<file path="config.mk">
export PLATFORM = sky130hd
export DESIGN_NAME = panel_monitor_controller_core
export DESIGN_NICKNAME = d
export VERILOG_FILES = /design/src/rtl/pmc_pkg.sv /design/src/rtl/panel_monitor_controller_core.sv /design/src/rtl/pmc_div.sv
export SDC_FILE = /design/constraint.sdc
export NUM_CORES = 1
export LEC_CHECK = 0
export BUFFER_PORTS_ARGS = -buffer_cell sky130_fd_sc_hd__buf_4
export CORE_ASPECT_RATIO = 0.7
export CORE_MARGIN = 4
export CORE_UTILIZATION = 40
export CTS_CLUSTER_DIAMETER = 80
export CTS_CLUSTER_SIZE = 14
export DETAILED_ROUTE_END_ITERATION = 8
export PLACE_DENSITY = 0.66
export SKIP_CTS_REPAIR_TIMING = 1
export SYNTH_ARGS = -nofsm -noshare
export SYNTH_HDL_FRONTEND = slang
export SYNTH_HIERARCHICAL = 1
export SYNTH_SLANG_ARGS = --single-unit
</file>
<file path="constraint.sdc">
create_clock -name i_clk -period 4.6 [get_ports i_clk]
set_input_delay 0.69 -clock i_clk [delete_from_list [all_inputs] [get_ports i_clk]]
set_output_delay 0.69 -clock i_clk [all_outputs]
set_load 0.01 [all_outputs]
</file>
<file path="src/rtl/pmc_pkg.sv">
`timescale 1ns / 1ps

package pmc_pkg;

    // Defaults for the top-level parameters
    localparam int DEF_WINDOW_DEPTH  = 8;
    localparam int DEF_BUMP_INTERVAL = 50;

    // Field widths
    localparam int SAMPLE_W   = 12;
    localparam int RAW_W      = 16;
    localparam int BTN_W      = 3;
    localparam int JOY_W      = 5;
    localparam int DISP_W     = 8;
    localparam int AMP_W      = 10;
    localparam int LEVEL_W    = 2;
    localparam int TOTAL_W    = 32;
    localparam int IN_DATA_W  = 24;
    localparam int IN_USER_W  = 1;
    localparam int OUT_DATA_W = 96;

    // Constants
    localparam logic [SAMPLE_W-1:0] SAMPLE_CEIL = 12'd4095;
    localparam logic [AMP_W-1:0]    AMP_FULL    = 10'd1023;

    // Button and joystick bit positions
    localparam int BTN_RUN    = 0;
    localparam int BTN_LEVEL  = 1;
    localparam int BTN_RESET  = 2;
    localparam int JOY_SELECT = 0;
    localparam int JOY_DOWN   = 2;
    localparam int JOY_UP     = 3;

    // Phase codes
    localparam logic [LEVEL_W-1:0] LEVEL_0 = 2'd0;
    localparam logic [LEVEL_W-1:0] LEVEL_1 = 2'd1;
    localparam logic [LEVEL_W-1:0] LEVEL_2 = 2'd2;

    // Sequencer states
    typedef enum logic [1:0] {
        ST_IDLE,
        ST_WIN,
        ST_DIV,
        ST_OUT
    } t_state;

    // Phase advance, modulo three
    function automatic logic [LEVEL_W-1:0] level_step(input logic [LEVEL_W-1:0] lvl);
        logic [LEVEL_W-1:0] res;
        case (lvl)
            LEVEL_0: res = LEVEL_1;
            LEVEL_1: res = LEVEL_2;
            default: res = LEVEL_0;
        endcase
        return res;
    endfunction

    // level * 85
    function automatic logic [DISP_W-1:0] level_display(input logic [LEVEL_W-1:0] lvl);
        logic [DISP_W-1:0] res;
        case (lvl)
            LEVEL_0: res = 8'd0;
            LEVEL_1: res = 8'd85;
            LEVEL_2: res = 8'd170;
            default: res = 8'd0;
        endcase
        return res;
    endfunction

    // (3 - level) * 341
    function automatic logic [AMP_W-1:0] level_amplitude(input logic [LEVEL_W-1:0] lvl);
        logic [AMP_W-1:0] res;
        case (lvl)
            LEVEL_0: res = AMP_FULL;
            LEVEL_1: res = 10'd682;
            LEVEL_2: res = 10'd341;
            default: res = AMP_FULL;
        endcase
        return res;
    endfunction

endpackage

</file>
<file path="src/rtl/panel_monitor_controller_core.sv">
`timescale 1ns / 1ps

// Front-panel monitor controller, one transaction per control tick.
// Input stream (s_axis): buttons, joystick lines and a raw sample in tdata,
// the sample-valid flag in tuser. Output stream (m_axis): display, DAC
// amplitude, run flag, phase, window mean, min, max and sample count.
// Each input transaction gives exactly one output transaction.
// A tick without a sample (or with a reset press) goes from acceptance
// through ST_WIN and ST_OUT to the output register; a tick with a sample
// also runs the window mean divide in ST_DIV between those two states.
// The divide unit retires two quotient bits per cycle. s_axis_tready is
// high only while the sequencer is idle, so a new tick is taken only once
// the previous one has left the sequencer for the output register.
// The output register holds a finished result while m_axis_tready is low;
// the next tick is still accepted and processed, and its result waits for
// the register to free up. Reset (i_rst_n low, synchronous) clears all
// state: running, phase 0, display 0, amplitude 1023, min 4095, max 0,
// empty window; no clearing pass is needed since the fill count masks the
// window memory.
module panel_monitor_controller_core
    import pmc_pkg::*;
#(
    parameter int WINDOW_DEPTH  = DEF_WINDOW_DEPTH,
    parameter int BUMP_INTERVAL = DEF_BUMP_INTERVAL
) (
    input  logic                  i_clk,
    input  logic                  i_rst_n,
    input  logic                  s_axis_tvalid,
    output logic                  s_axis_tready,
    // [2:0] buttons, [7:3] joystick, [23:8] sample_in
    input  logic [IN_DATA_W-1:0]  s_axis_tdata,
    // [0] sample_valid
    input  logic [IN_USER_W-1:0]  s_axis_tuser,
    output logic                  m_axis_tvalid,
    input  logic                  m_axis_tready,
    // [7:0] display, [17:8] amplitude, [18] run_flag, [20:19] level,
    // [32:21] window_mean, [44:33] sample_min, [56:45] sample_max,
    // [88:57] sample_total, [95:89] zero
    output logic [OUT_DATA_W-1:0] m_axis_tdata
);

    localparam int PTR_W  = (WINDOW_DEPTH > 1) ? $clog2(WINDOW_DEPTH) : 1;
    localparam int FILL_W = $clog2(WINDOW_DEPTH + 1);
    localparam int SUM_W  = $clog2(WINDOW_DEPTH * 4095 + 1);
    localparam int PH_W   = $clog2(BUMP_INTERVAL);
    localparam int PAD_W  = OUT_DATA_W - TOTAL_W - 3 * SAMPLE_W
                            - LEVEL_W - 1 - AMP_W - DISP_W;

    // Input fields
    logic [BTN_W-1:0]    w_btn;
    logic [JOY_W-1:0]    w_joy;
    logic [RAW_W-1:0]    w_raw;
    logic                w_valid;

    assign w_btn   = s_axis_tdata[2:0];
    assign w_joy   = s_axis_tdata[7:3];
    assign w_raw   = s_axis_tdata[23:8];
    assign w_valid = s_axis_tuser[0];

    // State
    t_state              r_state, n_state;
    logic [BTN_W-1:0]    r_last_btn;
    logic [JOY_W-1:0]    r_last_joy;
    logic [PH_W-1:0]     r_phase;
    logic                r_run;
    logic [LEVEL_W-1:0]  r_level;
    logic [DISP_W-1:0]   r_display;
    logic [AMP_W-1:0]    r_amp;
    logic [TOTAL_W-1:0]  r_total;
    logic [SAMPLE_W-1:0] r_min;
    logic [SAMPLE_W-1:0] r_max;
    logic [PTR_W-1:0]    r_ptr;
    logic [FILL_W-1:0]   r_fill;
    logic [SUM_W-1:0]    r_sum;
    logic [SAMPLE_W-1:0] r_mean;
    logic                r_take;
    logic [SAMPLE_W-1:0] r_s;
    logic [SAMPLE_W-1:0] r_old;
    logic                r_out_valid;
    logic [OUT_DATA_W-1:0] r_out_data;
    logic [SAMPLE_W-1:0] r_win_mem [WINDOW_DEPTH];

    // Next values for an accepted tick
    logic [BTN_W-1:0]    n_press;
    logic [JOY_W-1:0]    n_edges;
    logic [SAMPLE_W-1:0] n_s;
    logic [PH_W-1:0]     n_phase;
    logic                n_run;
    logic [LEVEL_W-1:0]  n_level;
    logic [DISP_W-1:0]   n_display;
    logic [SAMPLE_W-1:0] n_min;
    logic [SAMPLE_W-1:0] n_max;
    logic [TOTAL_W-1:0]  n_total;

    // Window update values
    logic [SAMPLE_W-1:0] w_evict;
    logic [SUM_W-1:0]    n_sum;
    logic [PTR_W-1:0]    n_ptr;
    logic [FILL_W-1:0]   n_fill;

    // Sequencer controls
    logic                w_accept;
    logic                w_win;
    logic                w_div_done;
    logic                w_load;

    // Divider
    logic                w_div_busy;
    logic [SUM_W-1:0]    w_quot;

    // Tick logic: edges, buttons, joystick, display chain, statistics
    always_comb begin
        n_press = w_btn & ~r_last_btn;
        n_edges = w_joy & ~r_last_joy;
        n_s     = (w_raw > RAW_W'(SAMPLE_CEIL)) ? SAMPLE_CEIL : w_raw[SAMPLE_W-1:0];
        n_phase = (r_phase == PH_W'(BUMP_INTERVAL - 1)) ? '0 : r_phase + 1'b1;
        n_run   = r_run ^ n_press[BTN_RUN];

        n_level = r_level;
        if (n_press[BTN_LEVEL]) begin
            n_level = level_step(n_level);
        end
        if (n_edges[JOY_SELECT]) begin
            n_level = level_step(n_level);
        end

        n_display = r_display;
        if (n_edges[JOY_UP]) begin
            n_display = n_display + 1'b1;
        end
        if (n_edges[JOY_DOWN]) begin
            n_display = n_display - 1'b1;
        end
        if (w_valid && n_run) begin
            n_display = n_s[SAMPLE_W-1:SAMPLE_W-DISP_W];
        end
        if (n_press[BTN_LEVEL]) begin
            n_display = level_display(n_level);
        end
        if (n_run && (n_phase == '0)) begin
            n_display = n_display + 1'b1;
        end

        n_min   = r_min;
        n_max   = r_max;
        n_total = r_total;
        if (w_valid) begin
            n_total = r_total + 1'b1;
            if (n_s < r_min) begin
                n_min = n_s;
            end
            if (n_s > r_max) begin
                n_max = n_s;
            end
        end
    end

    // Window update: the entry being replaced counts only once the window is full
    always_comb begin
        w_evict = (r_fill == FILL_W'(WINDOW_DEPTH)) ? r_old : '0;
        n_sum   = r_sum - SUM_W'(w_evict) + SUM_W'(r_s);
        n_ptr   = (r_ptr == PTR_W'(WINDOW_DEPTH - 1)) ? '0 : r_ptr + 1'b1;
        n_fill  = (r_fill == FILL_W'(WINDOW_DEPTH)) ? r_fill : r_fill + 1'b1;
    end

    // Sequencer state register
    always_ff @(posedge i_clk) begin
        if (!i_rst_n) begin
            r_state <= ST_IDLE;
        end else begin
            r_state <= n_state;
        end
    end

    // Sequencer next state and controls
    always_comb begin
        n_state       = r_state;
        s_axis_tready = 1'b0;
        w_accept      = 1'b0;
        w_win         = 1'b0;
        w_div_done    = 1'b0;
        w_load        = 1'b0;
        case (r_state)
            ST_IDLE: begin
                s_axis_tready = 1'b1;
                if (s_axis_tvalid) begin
                    w_accept = 1'b1;
                    n_state  = ST_WIN;
                end
            end
            ST_WIN: begin
                if (r_take) begin
                    w_win   = 1'b1;
                    n_state = ST_DIV;
                end else begin
                    n_state = ST_OUT;
                end
            end
            ST_DIV: begin
                if (!w_div_busy) begin
                    w_div_done = 1'b1;
                    n_state    = ST_OUT;
                end
            end
            ST_OUT: begin
                if (!r_out_valid || m_axis_tready) begin
                    w_load  = 1'b1;
                    n_state = ST_IDLE;
                end
            end
            default: begin
                n_state = ST_IDLE;
            end
        endcase
    end

    // Controller state
    always_ff @(posedge i_clk) begin
        if (!i_rst_n) begin
            r_last_btn <= '0;
            r_last_joy <= '0;
            r_phase    <= '0;
            r_run      <= 1'b1;
            r_level    <= LEVEL_0;
            r_display  <= '0;
            r_amp      <= AMP_FULL;
            r_total    <= '0;
            r_min      <= SAMPLE_CEIL;
            r_max      <= '0;
            r_ptr      <= '0;
            r_fill     <= '0;
            r_sum      <= '0;
            r_mean     <= '0;
        end else begin
            if (w_accept) begin
                r_last_btn <= w_btn;
                r_last_joy <= w_joy;
                if (n_press[BTN_RESET]) begin
                    r_phase   <= '0;
                    r_run     <= 1'b1;
                    r_level   <= LEVEL_0;
                    r_display <= '0;
                    r_amp     <= AMP_FULL;
                    r_total   <= '0;
                    r_min     <= SAMPLE_CEIL;
                    r_max     <= '0;
                    r_ptr     <= '0;
                    r_fill    <= '0;
                    r_sum     <= '0;
                    r_mean    <= '0;
                end else begin
                    r_phase   <= n_phase;
                    r_run     <= n_run;
                    r_level   <= n_level;
                    r_display <= n_display;
                    r_amp     <= level_amplitude(n_level);
                    r_total   <= n_total;
                    r_min     <= n_min;
                    r_max     <= n_max;
                end
            end
            if (w_win) begin
                r_sum  <= n_sum;
                r_ptr  <= n_ptr;
                r_fill <= n_fill;
            end
            if (w_div_done) begin
                r_mean <= w_quot[SAMPLE_W-1:0];
            end
        end
    end

    // Sample held for the window step
    always_ff @(posedge i_clk) begin
        if (w_accept) begin
            r_take <= w_valid && !n_press[BTN_RESET];
            r_s    <= n_s;
        end
    end

    // Window memory: one write, one registered read at the pointer
    always_ff @(posedge i_clk) begin
        if (w_win) begin
            r_win_mem[r_ptr] <= r_s;
        end
        r_old <= r_win_mem[r_ptr];
    end

    // Mean = sum / fill
    pmc_div #(
        .NUM_W (SUM_W),
        .DEN_W (FILL_W)
    ) u_pmc_div (
        .i_clk   (i_clk),
        .i_rst_n (i_rst_n),
        .i_start (w_win),
        .i_num   (n_sum),
        .i_den   (n_fill),
        .o_busy  (w_div_busy),
        .o_quot  (w_quot)
    );

    // Output register
    always_ff @(posedge i_clk) begin
        if (!i_rst_n) begin
            r_out_valid <= 1'b0;
        end else if (w_load) begin
            r_out_valid <= 1'b1;
        end else if (m_axis_tready) begin
            r_out_valid <= 1'b0;
        end
    end

    always_ff @(posedge i_clk) begin
        if (w_load) begin
            r_out_data <= {PAD_W'(0), r_total, r_max, r_min, r_mean,
                           r_level, r_run, r_amp, r_display};
        end
    end

    assign m_axis_tvalid = r_out_valid;
    assign m_axis_tdata  = r_out_data;

endmodule

</file>
<file path="src/rtl/pmc_div.sv">
`timescale 1ns / 1ps

// Restoring divider, two quotient bits per cycle
module pmc_div
    import pmc_pkg::*;
#(
    parameter int NUM_W = 15,
    parameter int DEN_W = 4
) (
    input  logic             i_clk,
    input  logic             i_rst_n,
    input  logic             i_start,
    input  logic [NUM_W-1:0] i_num,
    input  logic [DEN_W-1:0] i_den,
    output logic             o_busy,
    output logic [NUM_W-1:0] o_quot
);

    localparam int PAD_W = NUM_W + (NUM_W % 2);
    localparam int ITER  = PAD_W / 2;
    localparam int CNT_W = $clog2(ITER + 1);

    logic [CNT_W-1:0] r_cnt;
    logic [DEN_W-1:0] r_rem;
    logic [DEN_W-1:0] r_den;
    logic [PAD_W-1:0] r_q;
    logic [DEN_W-1:0] n_rem;
    logic [PAD_W-1:0] n_q;

    // Two compare-subtract steps
    always_comb begin
        logic [DEN_W:0] t;
        n_rem = r_rem;
        n_q   = r_q;
        t     = '0;
        for (int k = 0; k < 2; k++) begin
            t   = {n_rem, n_q[PAD_W-1]};
            n_q = {n_q[PAD_W-2:0], 1'b0};
            if (t >= {1'b0, r_den}) begin
                t      = t - {1'b0, r_den};
                n_q[0] = 1'b1;
            end
            n_rem = t[DEN_W-1:0];
        end
    end

    // Iteration counter
    always_ff @(posedge i_clk) begin
        if (!i_rst_n) begin
            r_cnt <= '0;
        end else if (i_start) begin
            r_cnt <= CNT_W'(ITER);
        end else if (r_cnt != '0) begin
            r_cnt <= r_cnt - 1'b1;
        end
    end

    // Working registers
    always_ff @(posedge i_clk) begin
        if (i_start) begin
            r_rem <= '0;
            r_den <= i_den;
            r_q   <= PAD_W'(i_num);
        end else if (r_cnt != '0) begin
            r_rem <= n_rem;
            r_q   <= n_q;
        end
    end

    assign o_busy = (r_cnt != '0);
    assign o_quot = r_q[NUM_W-1:0];

endmodule

</file>
Word-level counts from Yosys, hierarchy flattened
Memories as Yosys holds them, arrays and structs flattened. A register that Yosys moved wholly into a read port is not among the register bits. Cells that the tools add are included. Widths: inputs -> output; s select.

Flip-flop bits (word level): 257. Latch bits: 0. Bits in writable memories: 96. ROM bits: 0. Bits of input ports: 29. Output and inout bits: 98. Memories kept: 1.

Memory list: r_win_mem (depth 8, width 12, read ports 1, clocked after Yosys merged registers in 1, write ports 1, RTL line panel_monitor_controller_core.sv:81) `logic [SAMPLE_W-1:0] r_win_mem [WINDOW_DEPTH];`.

$add $sub $neg: 12. Multipliers: 0. Div/mod/pow operators: 0. $lt $le $gt $ge: 5. Equal/unequal tests: 13. Shift-type cells: 0. Mux-type cells: 67. Bitwise operators: 6. Reductions and logical operators: 27.

Operator list (count): $mux 12 (11); $mux 15 (5); $mux 32 (2); $mux 8 (6); $add 32x1->32 const B (1); $mux 4 (8); $pmux 10 s2 (1); $reduce_bool 2->1 (9); $mux 1 (17); $add 8x1->8 const B (2); $gt 16x12->1 const B (1); $pmux 8 s2 (1); $add 15x12->15 (1); $sub 15x12->15 (1); $gt 12x12->1 (1); $lt 12x12->1 (1); $mux 2 (6); $mux 3 (4); $mux 6 (2); $ge 5x4->1 (2); $mux 10 (1); $reduce_and 3->1 (3); $eq 2x1->1 const B (4); $pmux 2 s2 (2); 26 further kinds (38).

Longest topological paths before layout
Gate-level depths: netlist of run 1.

Depth after elaboration: 12. Gate-level depth with buffers: 18. Gate-level depth less buffers: 18.

By module
The synthesis of run 1 kept the hierarchy.

By module, submodules not included: panel_monitor_controller_core (times used 1, cells each 1152, area each 14116.0 um^2); pmc_div (times used 1, cells each 159, area each 1746.7 um^2).

Worst setup path before layout of run 1
No wires, ideal clock.

Kind: input to register. From: input port m_axis_tready. To: register r_out_data[0] (netlist: m_axis_tdata[0]), enable pin. Library setup time: 0.531 ns. Arrival time: 4.351 ns. Data required time: 4.069 ns. Path slack: -0.281 ns. Stages: 2. Buffers on the path: 0. Path through: nor2b_1 nor2b_1.

Longest elaborated chain between the ends: 3.

RTL lines: start: declaration (RTL line panel_monitor_controller_core.sv:35) `input logic m_axis_tready,`; $logic_or 1x1->1 (RTL line panel_monitor_controller_core.sv:206) `if (!r_out_valid || m_axis_tready) begin`; $mux 1 (RTL line panel_monitor_controller_core.sv:206); $mux 1 (RTL line panel_monitor_controller_core.sv:183) `case (r_state)`; via w_load (RTL line panel_monitor_controller_core.sv:105) `logic w_load;`; end signal: assignment (RTL line panel_monitor_controller_core.sv:316) `r_out_data <= {PAD_W'(0), r_total, r_max, r_min, r_mean,`; end: declaration (RTL line panel_monitor_controller_core.sv:80) `logic [OUT_DATA_W-1:0] r_out_data;`.

The timed path passes the listed nets, and every way through them passes these cells. A chain may end at the register's enable or synchronous reset.

Worst setup path after layout of run 1
From: register r_fill[0]. To: register u_pmc_div.r_q[14], data pin.

Longest elaborated chain between the ends: 5.

RTL lines: start: declaration (RTL line panel_monitor_controller_core.sv:73) `logic [FILL_W-1:0] r_fill;`; start signal: assignment (RTL line panel_monitor_controller_core.sv:265) `r_fill <= n_fill;`; $eq 4x4->1 (RTL line panel_monitor_controller_core.sv:160) `w_evict = (r_fill == FILL_W'(WINDOW_DEPTH)) ? r_old : '0;`; $mux 12 (RTL line panel_monitor_controller_core.sv:160); $sub 15x12->15 (RTL line panel_monitor_controller_core.sv:161) `n_sum = r_sum - SUM_W'(w_evict) + SUM_W'(r_s);`; $add 15x12->15 (RTL line panel_monitor_controller_core.sv:161); via n_sum[14] (RTL line panel_monitor_controller_core.sv:97) `logic [SUM_W-1:0] n_sum;`; $mux 15 (RTL line pmc_div.sv:60) `if (i_start) begin`; end signal: assignment (RTL line pmc_div.sv:63) `r_q <= PAD_W'(i_num);`; end signal: assignment (RTL line pmc_div.sv:66) `r_q <= n_q;`; end: declaration (RTL line pmc_div.sv:26) `logic [PAD_W-1:0] r_q;`.

The timed path passes the listed nets, and every way through them passes these cells.

==> results_dict.tcl, run 1 <==
set metrics [dict create \
    crit_path_end_kind "flip-flop" \
    area_delta_synth_final_pct 13.5 \
    nNetsFinal 1509 \
    maxCapViolCount 0 \
    power_density_nw_per_um2 494 \
    die-height_um 174 \
    tightest_slew_ns 1.15 \
    grt_start_max_net_pins 46 \
    routed_wl_um 33500 \
    drt_iter0_markers 643 \
    final.period_utilization_pct 89.3 \
    cts_tree "built" \
    die_area_um2 42900 \
    clk_latency_ns 0.56 \
    cts_buffer_depth 3 \
    syn-cell-area_um2 15800 \
    placeableCoreArea_um2 38700 \
    r2r_end "u_pmc_div/r_q[14]$_DFFE_PP_" \
    fp-row-count 60 \
    path_buf_inv 1 \
    cp_data_arrival_time_ns 4.42 \
    drive_gt1_share_pct 17.5 \
    cp-start-kind "flip-flop" \
    antenna_cells 0 \
    crit_path_end "u_pmc_div/r_q[14]$_DFFE_PP_" \
    yosysWarnings 6 \
    crit_path_cell_trace "inv_1 -> ha_1 -> and3b_1 -> and2_1 -> fa_1 -> fa_1 -> nor2b_1 -> o21ai_0 -> a21o_1 -> a21oi_1 -> a41o_1 -> o41ai_2 -> xnor2_1 -> xnor2_1 -> mux2_2" \
    grt_first_pass_wirelength_um 54300 \
    leakagePower_uw 0.00669 \
    cts_sinks 348 \
    worst_path_max_delay_cell "fa_1" \
    finalHoldViolCount 0 \
    io_pins 127 \
    final-max-slew-violation-count 0 \
    fin_skew_ns 0.0125 \
    ir_worst_vdd_v 0.000318 \
    gp_congestion 0.834 \
    crit_path_start "r_fill[0]$_SDFFE_PN0P_" \
    grt_overflow 0 \
    maxSlewHeadroom_pct 23.1 \
    num_vias 9899 \
    ff2ff_path_depth 15 \
    wire_per_inst_um 17.1 \
    total_power_uw 8890 \
    avgSynthCellArea_um2 12.1 \
    crit_required_ns 4.91 \
    cpPeakStageDelay_ns 0.48 \
    max_freq_mhz 243 \
    timing.rr.start "r_fill[0]$_SDFFE_PN0P_" \
    syn_inst 1308 \
    dpl.hpwl_um 23700 \
    timing.setup.tns_ns 0 \
    dr.pass1.iters 5 \
    final_antenna_net_count 0 \
    clk_pin_slew_ns 0.07 \
    die_w_um 246 \
    path_depth 15 \
    crit_type "flip-flop to flip-flop" \
    layout_common_cells "edfxtp_1, dfxtp_1, buf_4" \
    hold_path.class "primary input to flip-flop" \
    port_buffers 117 \
    cpLargestDelayFamily "adder cells" \
    grt_usage_pct 15.5 \
    grt_setup_unrepaired "false" \
    antenna_found_initial 0 \
    setup_viol 0 \
    cts_buffers 28 \
    worst_hold_slack_ns 0.390 \
    drc 0 \
    period_needed_ns 4.11 \
    start_util_pct 40.9 \
    r2r_slack_ns 0.49 \
    cts-root-buf "clkbuf_16" \
    via_per_inst 5.07 \
    final_common_cell "edfxtp_1" \
    htreeDepth 1 \
    grt_pass1_vias 9810 \
    path_max_fanout 14 \
    run_status "completed" \
]
## routing by layer
| metal | share of wire (%) | track usage (%) | up-vias | wire [µm] |
|---|---|---|---|---|
| li1 | - | - | 4830 | - |
| met1 | 49 | 23.2 | 4834 | 16400 |
| met2 | 45 | 24.4 | 197 | 15100 |
| met3 | 4.5 | 2.61 | 38 | 1490 |
| met4 | 1.3 | 2.10 | 0 | 439 |
| met5 | 0 | 0 | - | 0 |
## power breakdown
part	leakage [µW]	internal, µW	switching, µW
combinational	0.00332	1190	1490
clock	0.000384	1160	1070
sequential	0.00299	3730	254
## through the flow
step	instances	util, %	worst slack [ns]	instance area (µm²)
6_report	1952	46.4	0.491	18000
5_1_grt	1952	46.4	0.193	18000
4_1_cts	1952	46.4	0.480	18000
3_5_place_dp	1901	44.3	0.526	17200
3_3_place_gp	1901	44.3	0.539	17200
2_1_floorplan	1314	-	0.891	15900
## worst min path at each step
stage,from,cells past startpoint,end,slack (ns)
after floorplan,r_level[0]$_SDFFE_PN0P_,0,m_axis_tdata[19]$_DFFE_PP_,0.40
after global placement,r_max[11]$_SDFFE_PN0P_,0,m_axis_tdata[56]$_DFFE_PP_,0.42
after detailed placement,r_max[11]$_SDFFE_PN0P_,0,m_axis_tdata[56]$_DFFE_PP_,0.42
after CTS,s_axis_tdata[15],3,r_max[7]$_SDFFE_PN0P_,0.36
after global routing,s_axis_tdata[2],3,r_last_btn[2]$_SDFFE_PN0P_,0.38
final,s_axis_tdata[15],3,r_max[7]$_SDFFE_PN0P_,0.39
## area by class of cell
cell class                 count  area (µm²)
clock buffer                  50         793
fill                        3553       20800
sequential                   348        9060
multi-input combinational    774        5990
inverter                     116         435
tap                          527         659
timing repair buffer         136        1020
clock inverter                 1        16.3
## flip-flops by register name, indices dropped and copies added (netlist names), 12 cells and up
name and count:
r_max 12, r_min 12, r_sum 15, r_s 12, m_axis_tdata 81, u_pmc_div/r_q 16, r_mean 12, r_total 32
r_old 12, r_win_mem 96
## worst min-delay path, delay by kind of cell
family	cells	cell delay, ns
compound gates	1	0.10
simple gates	1	0.04
buf+inv	1	0.09
Note: power is estimated with default switching activity, not from simulation.
==> run 2: changes to the inputs <==
CORE_UTILIZATION = 54   (was 40)
PLACE_DENSITY = 0.83   (was 0.66)
==> run 2 against run 1 <==
Effect of this change: sequential share of layout area grew 0.55 points; non-clock buffer count shrank 1; setup slack lost 0.13 ns; sequential power is essentially flat; largest power group unchanged; critical path type unchanged; flip-flop and latch count is the same; first-iteration DRC count grew 20%; critical endpoint unchanged; power grew 0.22%.
==> results_dict.tcl, run 2 (synthesized netlist as in run 1, its figures left out) <==
set metrics [dict create \
    run_status "completed" \
    grt_setup_unrepaired "false" \
    crit_required_ns 4.90 \
    grt_start_max_net_pins 46 \
    drc 0 \
    top_register "r_win_mem" \
    area.sequential_um2 9060 \
    io_pins 127 \
    tightest_slew_ns 1.27 \
    timing.setup.tns_ns 0 \
    crit_type "flip-flop to flip-flop" \
    die_w_um 213 \
    clk_pin_slew_ns 0.07 \
    num_vias 10300 \
    cts_tree "built" \
    layout_common_cells "edfxtp_1, dfxtp_1, buf_4" \
    finish.utilization_pct 61.6 \
    cp-start-kind "flip-flop" \
    largest_reg_flops 96 \
    placed_area_um2 17000 \
    leakagePower_uw 0.00669 \
    power_density_nw_per_um2 501 \
    cts_buffers 28 \
    final.period_utilization_pct 92.1 \
    port_buffers 117 \
    cp_data_arrival_time_ns 4.54 \
    die-height_um 151 \
    drive_gt1_share_pct 17.5 \
    antenna_found_initial 0 \
    max_freq_mhz 236 \
    grt_usage_pct 20.9 \
    dpl.hpwl_um 23300 \
    multi_input_area_um2 6000 \
    cts_buffer_depth 3 \
    placeableCoreArea_um2 28900 \
    maxSlewHeadroom_pct 14.8 \
    finalHoldViolCount 0 \
    fin_skew_ns 0.0121 \
    final-max-slew-violation-count 0 \
    ir_worst_vdd_v 0.000316 \
    die_area_um2 32200 \
    via_per_inst 5.71 \
    final_antenna_net_count 0 \
    grt_overflow 0 \
    design_area_um2 17800 \
    maxCapViolCount 0 \
    gp_congestion 0.858 \
    grt_pass1_vias 10300 \
    dr.pass1.iters 5 \
    setup_viol 0 \
    cts_sinks 348 \
    nNetsFinal 1508 \
    path_max_fanout 14 \
    crit_path_end_kind "flip-flop" \
    period_needed_ns 4.24 \
    cpPeakStageDelay_ns 0.41 \
    hold_path.class "primary input to flip-flop" \
    crit_path_cell_trace "inv_1 -> ha_1 -> and3b_1 -> and2_1 -> ha_1 -> inv_1 -> ha_1 -> inv_1 -> fa_1 -> nor2b_1 -> o21ai_0 -> a21o_1 -> a21oi_1 -> a41o_1 -> o41ai_2 -> xnor2_1 -> xnor2_1 -> mux2_2" \
    fp-row-count 52 \
    htreeDepth 1 \
    cts-root-buf "clkbuf_16" \
    final_common_cell "edfxtp_1" \
    wire_per_inst_um 18.8 \
    worst_path_max_delay_cell "dfxtp_1" \
    fillers 2215 \
    routed_wl_um 33900 \
    clk_latency_ns 0.55 \
    drt_iter0_markers 770 \
    worst_hold_slack_ns 0.401 \
    start_util_pct 54.8 \
    area_delta_synth_final_pct 12.3 \
    antenna_cells 0 \
    grt_first_pass_wirelength_um 53900 \
]
==> run 2: final timing paths <==
check	startpoint	end	slack [ns]	depth (start not counted)
max	r_fill[0]$_SDFFE_PN0P_	u_pmc_div/r_q[14]$_DFFE_PP_	0.36	18
min	s_axis_tdata[2]	r_last_btn[2]$_SDFFE_PN0P_	0.40	3
max reg2reg	r_fill[0]$_SDFFE_PN0P_	u_pmc_div/r_q[14]$_DFFE_PP_	0.36	18
min reg2reg	r_mean[8]$_SDFFE_PN0P_	m_axis_tdata[29]$_DFFE_PP_	0.45	0
==> run 2: per-stage QoR <==
stage          power [µW]  instances  setup WS, ns
2_1_floorplan        6080       1314         0.891
3_3_place_gp         6580       1750         0.584
3_5_place_dp         6720       1750         0.470
4_1_cts              8930       1800         0.429
5_1_grt              9390       1801         0.115
6_report             8910       1801         0.363
==> run 2: power breakdown <==
part           internal (µW)  switching, µW
clock network           1160           1040
registers               3730            266
logic                   1190           1520
==> run 2: final cells by class <==
cell class,count,share of cell area (%)
inverter,116,2.45
sequential,348,50.9
multi-input combinational,774,33.7
clock buffer,49,4.44
clock inverter,1,0.0915
tap,378,2.66
timing repair buffer,135,5.69
==> run 2: routing by layer <==
metal,GRT usage (%),vias up,share of wire (%)
met3,3.79,46,5.8
li1,-,4837,-
met2,33.7,310,47
met4,4.89,0,1.8
met1,29.8,5096,45
met5,0,-,0
==> run 2: worst max-delay path, delay by kind of cell, from the launching register on <==
kind | cells | cell delay [ns]
fa+ha+maj | 4 | 1.04
buf+inv | 3 | 0.20
flops | 1 | 0.41
mux | 1 | 0.27
xor+xnor | 2 | 0.40
compound gates | 5 | 0.92
simple gates | 3 | 0.72
==> run 3: changes to the inputs <==
CAP_MARGIN = 10   (was not set)
CORE_UTILIZATION = 56   (was 54)
CTS_BUF_LIST = sky130_fd_sc_hd__clkbuf_8   (was not set)
PLACE_DENSITY = 0.85   (was 0.83)
==> run 3 against run 2 <==
Effect of this change: final cell count fell by 0.33%; largest power group unchanged; setup slack improved by 0.031 ns; hold slack got worse by 0.057 ns; design area fell by 1.8%; first-iteration DRC count rose by 3.5%; core utilization rose by 1.2 points; register-to-register slack improved by 0.03 ns; critical path depth fell by 3; routed wire length fell by 3.9%; combinational power fell by 1%.
==> results_dict.tcl, run 3 (synthesized netlist as in run 1, its figures left out) <==
set metrics [dict create \
    area_delta_synth_final_pct 10.3 \
    total_power_uw 8230 \
    hold_depth 3 \
    die_w_um 209 \
    cpPeakStageDelay_ns 0.49 \
    largest_reg_flops 96 \
    gp_congestion 0.865 \
    worst_hold_startpoint "s_axis_tdata[3]" \
    drc 0 \
    worst_path_max_delay_cell "fa_1" \
    grt_use_met1_pct 29.9 \
    crit_path_end_kind "flip-flop" \
    fp-row-count 51 \
    instances_no_fill 1795 \
    p_comb_share_pct 32.5 \
    cts_tree "built" \
    via_per_inst 5.66 \
    ff2ff_path_depth 15 \
    num_vias 10200 \
    final.period_utilization_pct 91.4 \
    port_buffers 117 \
    finalHoldViolCount 0 \
    design_area_um2 17500 \
    period_needed_ns 4.21 \
    io_pins 127 \
    path_max_fanout 14 \
    p_sw_share_pct 32.9 \
    placeableCoreArea_um2 27800 \
    fin_skew_ns 0.0132 \
    clk_latency_ns 0.61 \
    die-height_um 149 \
    antenna_found_initial 0 \
    power_density_nw_per_um2 471 \
    grt_usage_pct 20.6 \
    antenna_cells 0 \
    path_depth 15 \
    cpLargestDelayFamily "adder cells" \
    maxCapViolCount 0 \
    cts_sinks 348 \
    dr.pass1.iters 5 \
    die_area_um2 31100 \
    p_int_uw 5520 \
    ir_worst_vdd_v 0.000254 \
    cts-root-buf "clkbuf_8" \
    drt_iter0_markers 797 \
    worst_hold_slack_ns 0.344 \
    path_buf_inv 1 \
    grt_pass1_vias 10000 \
    final_common_cell "edfxtp_1" \
    clk_pin_slew_ns 0.10 \
    grt_setup_unrepaired "false" \
    crit_required_ns 4.97 \
    setup_viol 0 \
    timing.rr.start "r_fill[0]$_SDFFE_PN0P_" \
    max_freq_mhz 238 \
    grt_overflow 0 \
    grt_busiest_layer "met2" \
    layout_common_cells "edfxtp_1, dfxtp_1, inv_1" \
    nNetsFinal 1507 \
    cts_buffer_depth 3 \
    timing.setup.tns_ns 0 \
    grt_first_pass_wirelength_um 52000 \
    final_antenna_net_count 0 \
    start_util_pct 56.9 \
    maxSlewHeadroom_pct 23.2 \
    power.share.clock_pct 19.2 \
    leakagePower_uw 0.00663 \
    grt_start_max_net_pins 61 \
    drive_gt1_share_pct 17.3 \
    switchingPower_uw 2710 \
    top_register "r_win_mem" \
    tightest_slew_ns 1.15 \
    cts_buffers 28 \
    cp_data_arrival_time_ns 4.57 \
    placed_area_um2 17000 \
    use_met3_pct 3.77 \
    cp-start-kind "flip-flop" \
    crit_path_start "r_fill[0]$_SDFFE_PN0P_" \
    grt.met2_usage_pct 33.2 \
    run_status "completed" \
    htreeDepth 1 \
    dpl.hpwl_um 23100 \
    crit_type "flip-flop to flip-flop" \
    p_seq_share_pct 48.3 \
    fillers 2119 \
    crit_path_cell_trace "inv_1 -> ha_1 -> and3b_1 -> and2_1 -> fa_1 -> fa_1 -> nor2b_1 -> o21ai_0 -> a21o_1 -> a21oi_1 -> a41o_1 -> o41ai_2 -> xnor2_1 -> xnor2_1 -> mux2_2" \
    hold_path.class "primary input to flip-flop" \
    final-max-slew-violation-count 0 \
    routed_wl_um 32600 \
    dp_cells 1743 \
    wire_per_inst_um 18.1 \
]
run 3: worst paths after layout:
kind | endpoint | slack, ns
max reg2reg | u_pmc_div/r_q[14]$_DFFE_PP_ | 0.39
min reg2reg | m_axis_tdata[32]$_DFFE_PP_ | 0.44
max | u_pmc_div/r_q[14]$_DFFE_PP_ | 0.39
min | r_last_joy[0]$_SDFFE_PN0P_ | 0.34
run 3: tightest hold or removal path: cells and delay by family:
kind / cells / cell delay, ns
buffers and inverters: 1 / 0.11
AOI/OAI and AO/OA: 1 / 0.06
and+or+nand+nor: 1 / 0.04
run 3: routing by layer:
layer / vias to the layer above / part of all wire (%)
met4: 0 / 1.8
met5: - / 0
li1: 4827 / -
met1: 4979 / 45
met2: 301 / 47
met3: 51 / 6.3
run 3: power groups by stage:
stage               sequential [µW]  combinational [µW]  clock, µW
floorplan                      3960                2120          0
global placement               4020                2540          0
detailed placement             4040                2650          0
CTS                            3970                2670       1620
global route                   4010                2940       1750
finish                         3970                2680       1580
run 3: metrics by stage:
stage                     util, %  worst slack [ns]
final                        62.8             0.393
after global routing         62.8             0.104
after CTS                    62.8             0.442
after detailed placement     61.0             0.373
after global placement       61.0             0.507
after floorplan                 -             0.891
run 3: cell type report:
| type | instances | area, µm² | share of cell area, % |
|---|---|---|---|
| clock buffers | 30 | 413 | 2.36 |
| clock inverters | 22 | 82.6 | 0.473 |
| inverters | 116 | 435 | 2.49 |
| multi-input cells | 774 | 5990 | 34.3 |
| flip-flops and latches | 348 | 9060 | 51.9 |
| well taps | 371 | 464 | 2.66 |
| repair buffers | 134 | 1020 | 5.83 |
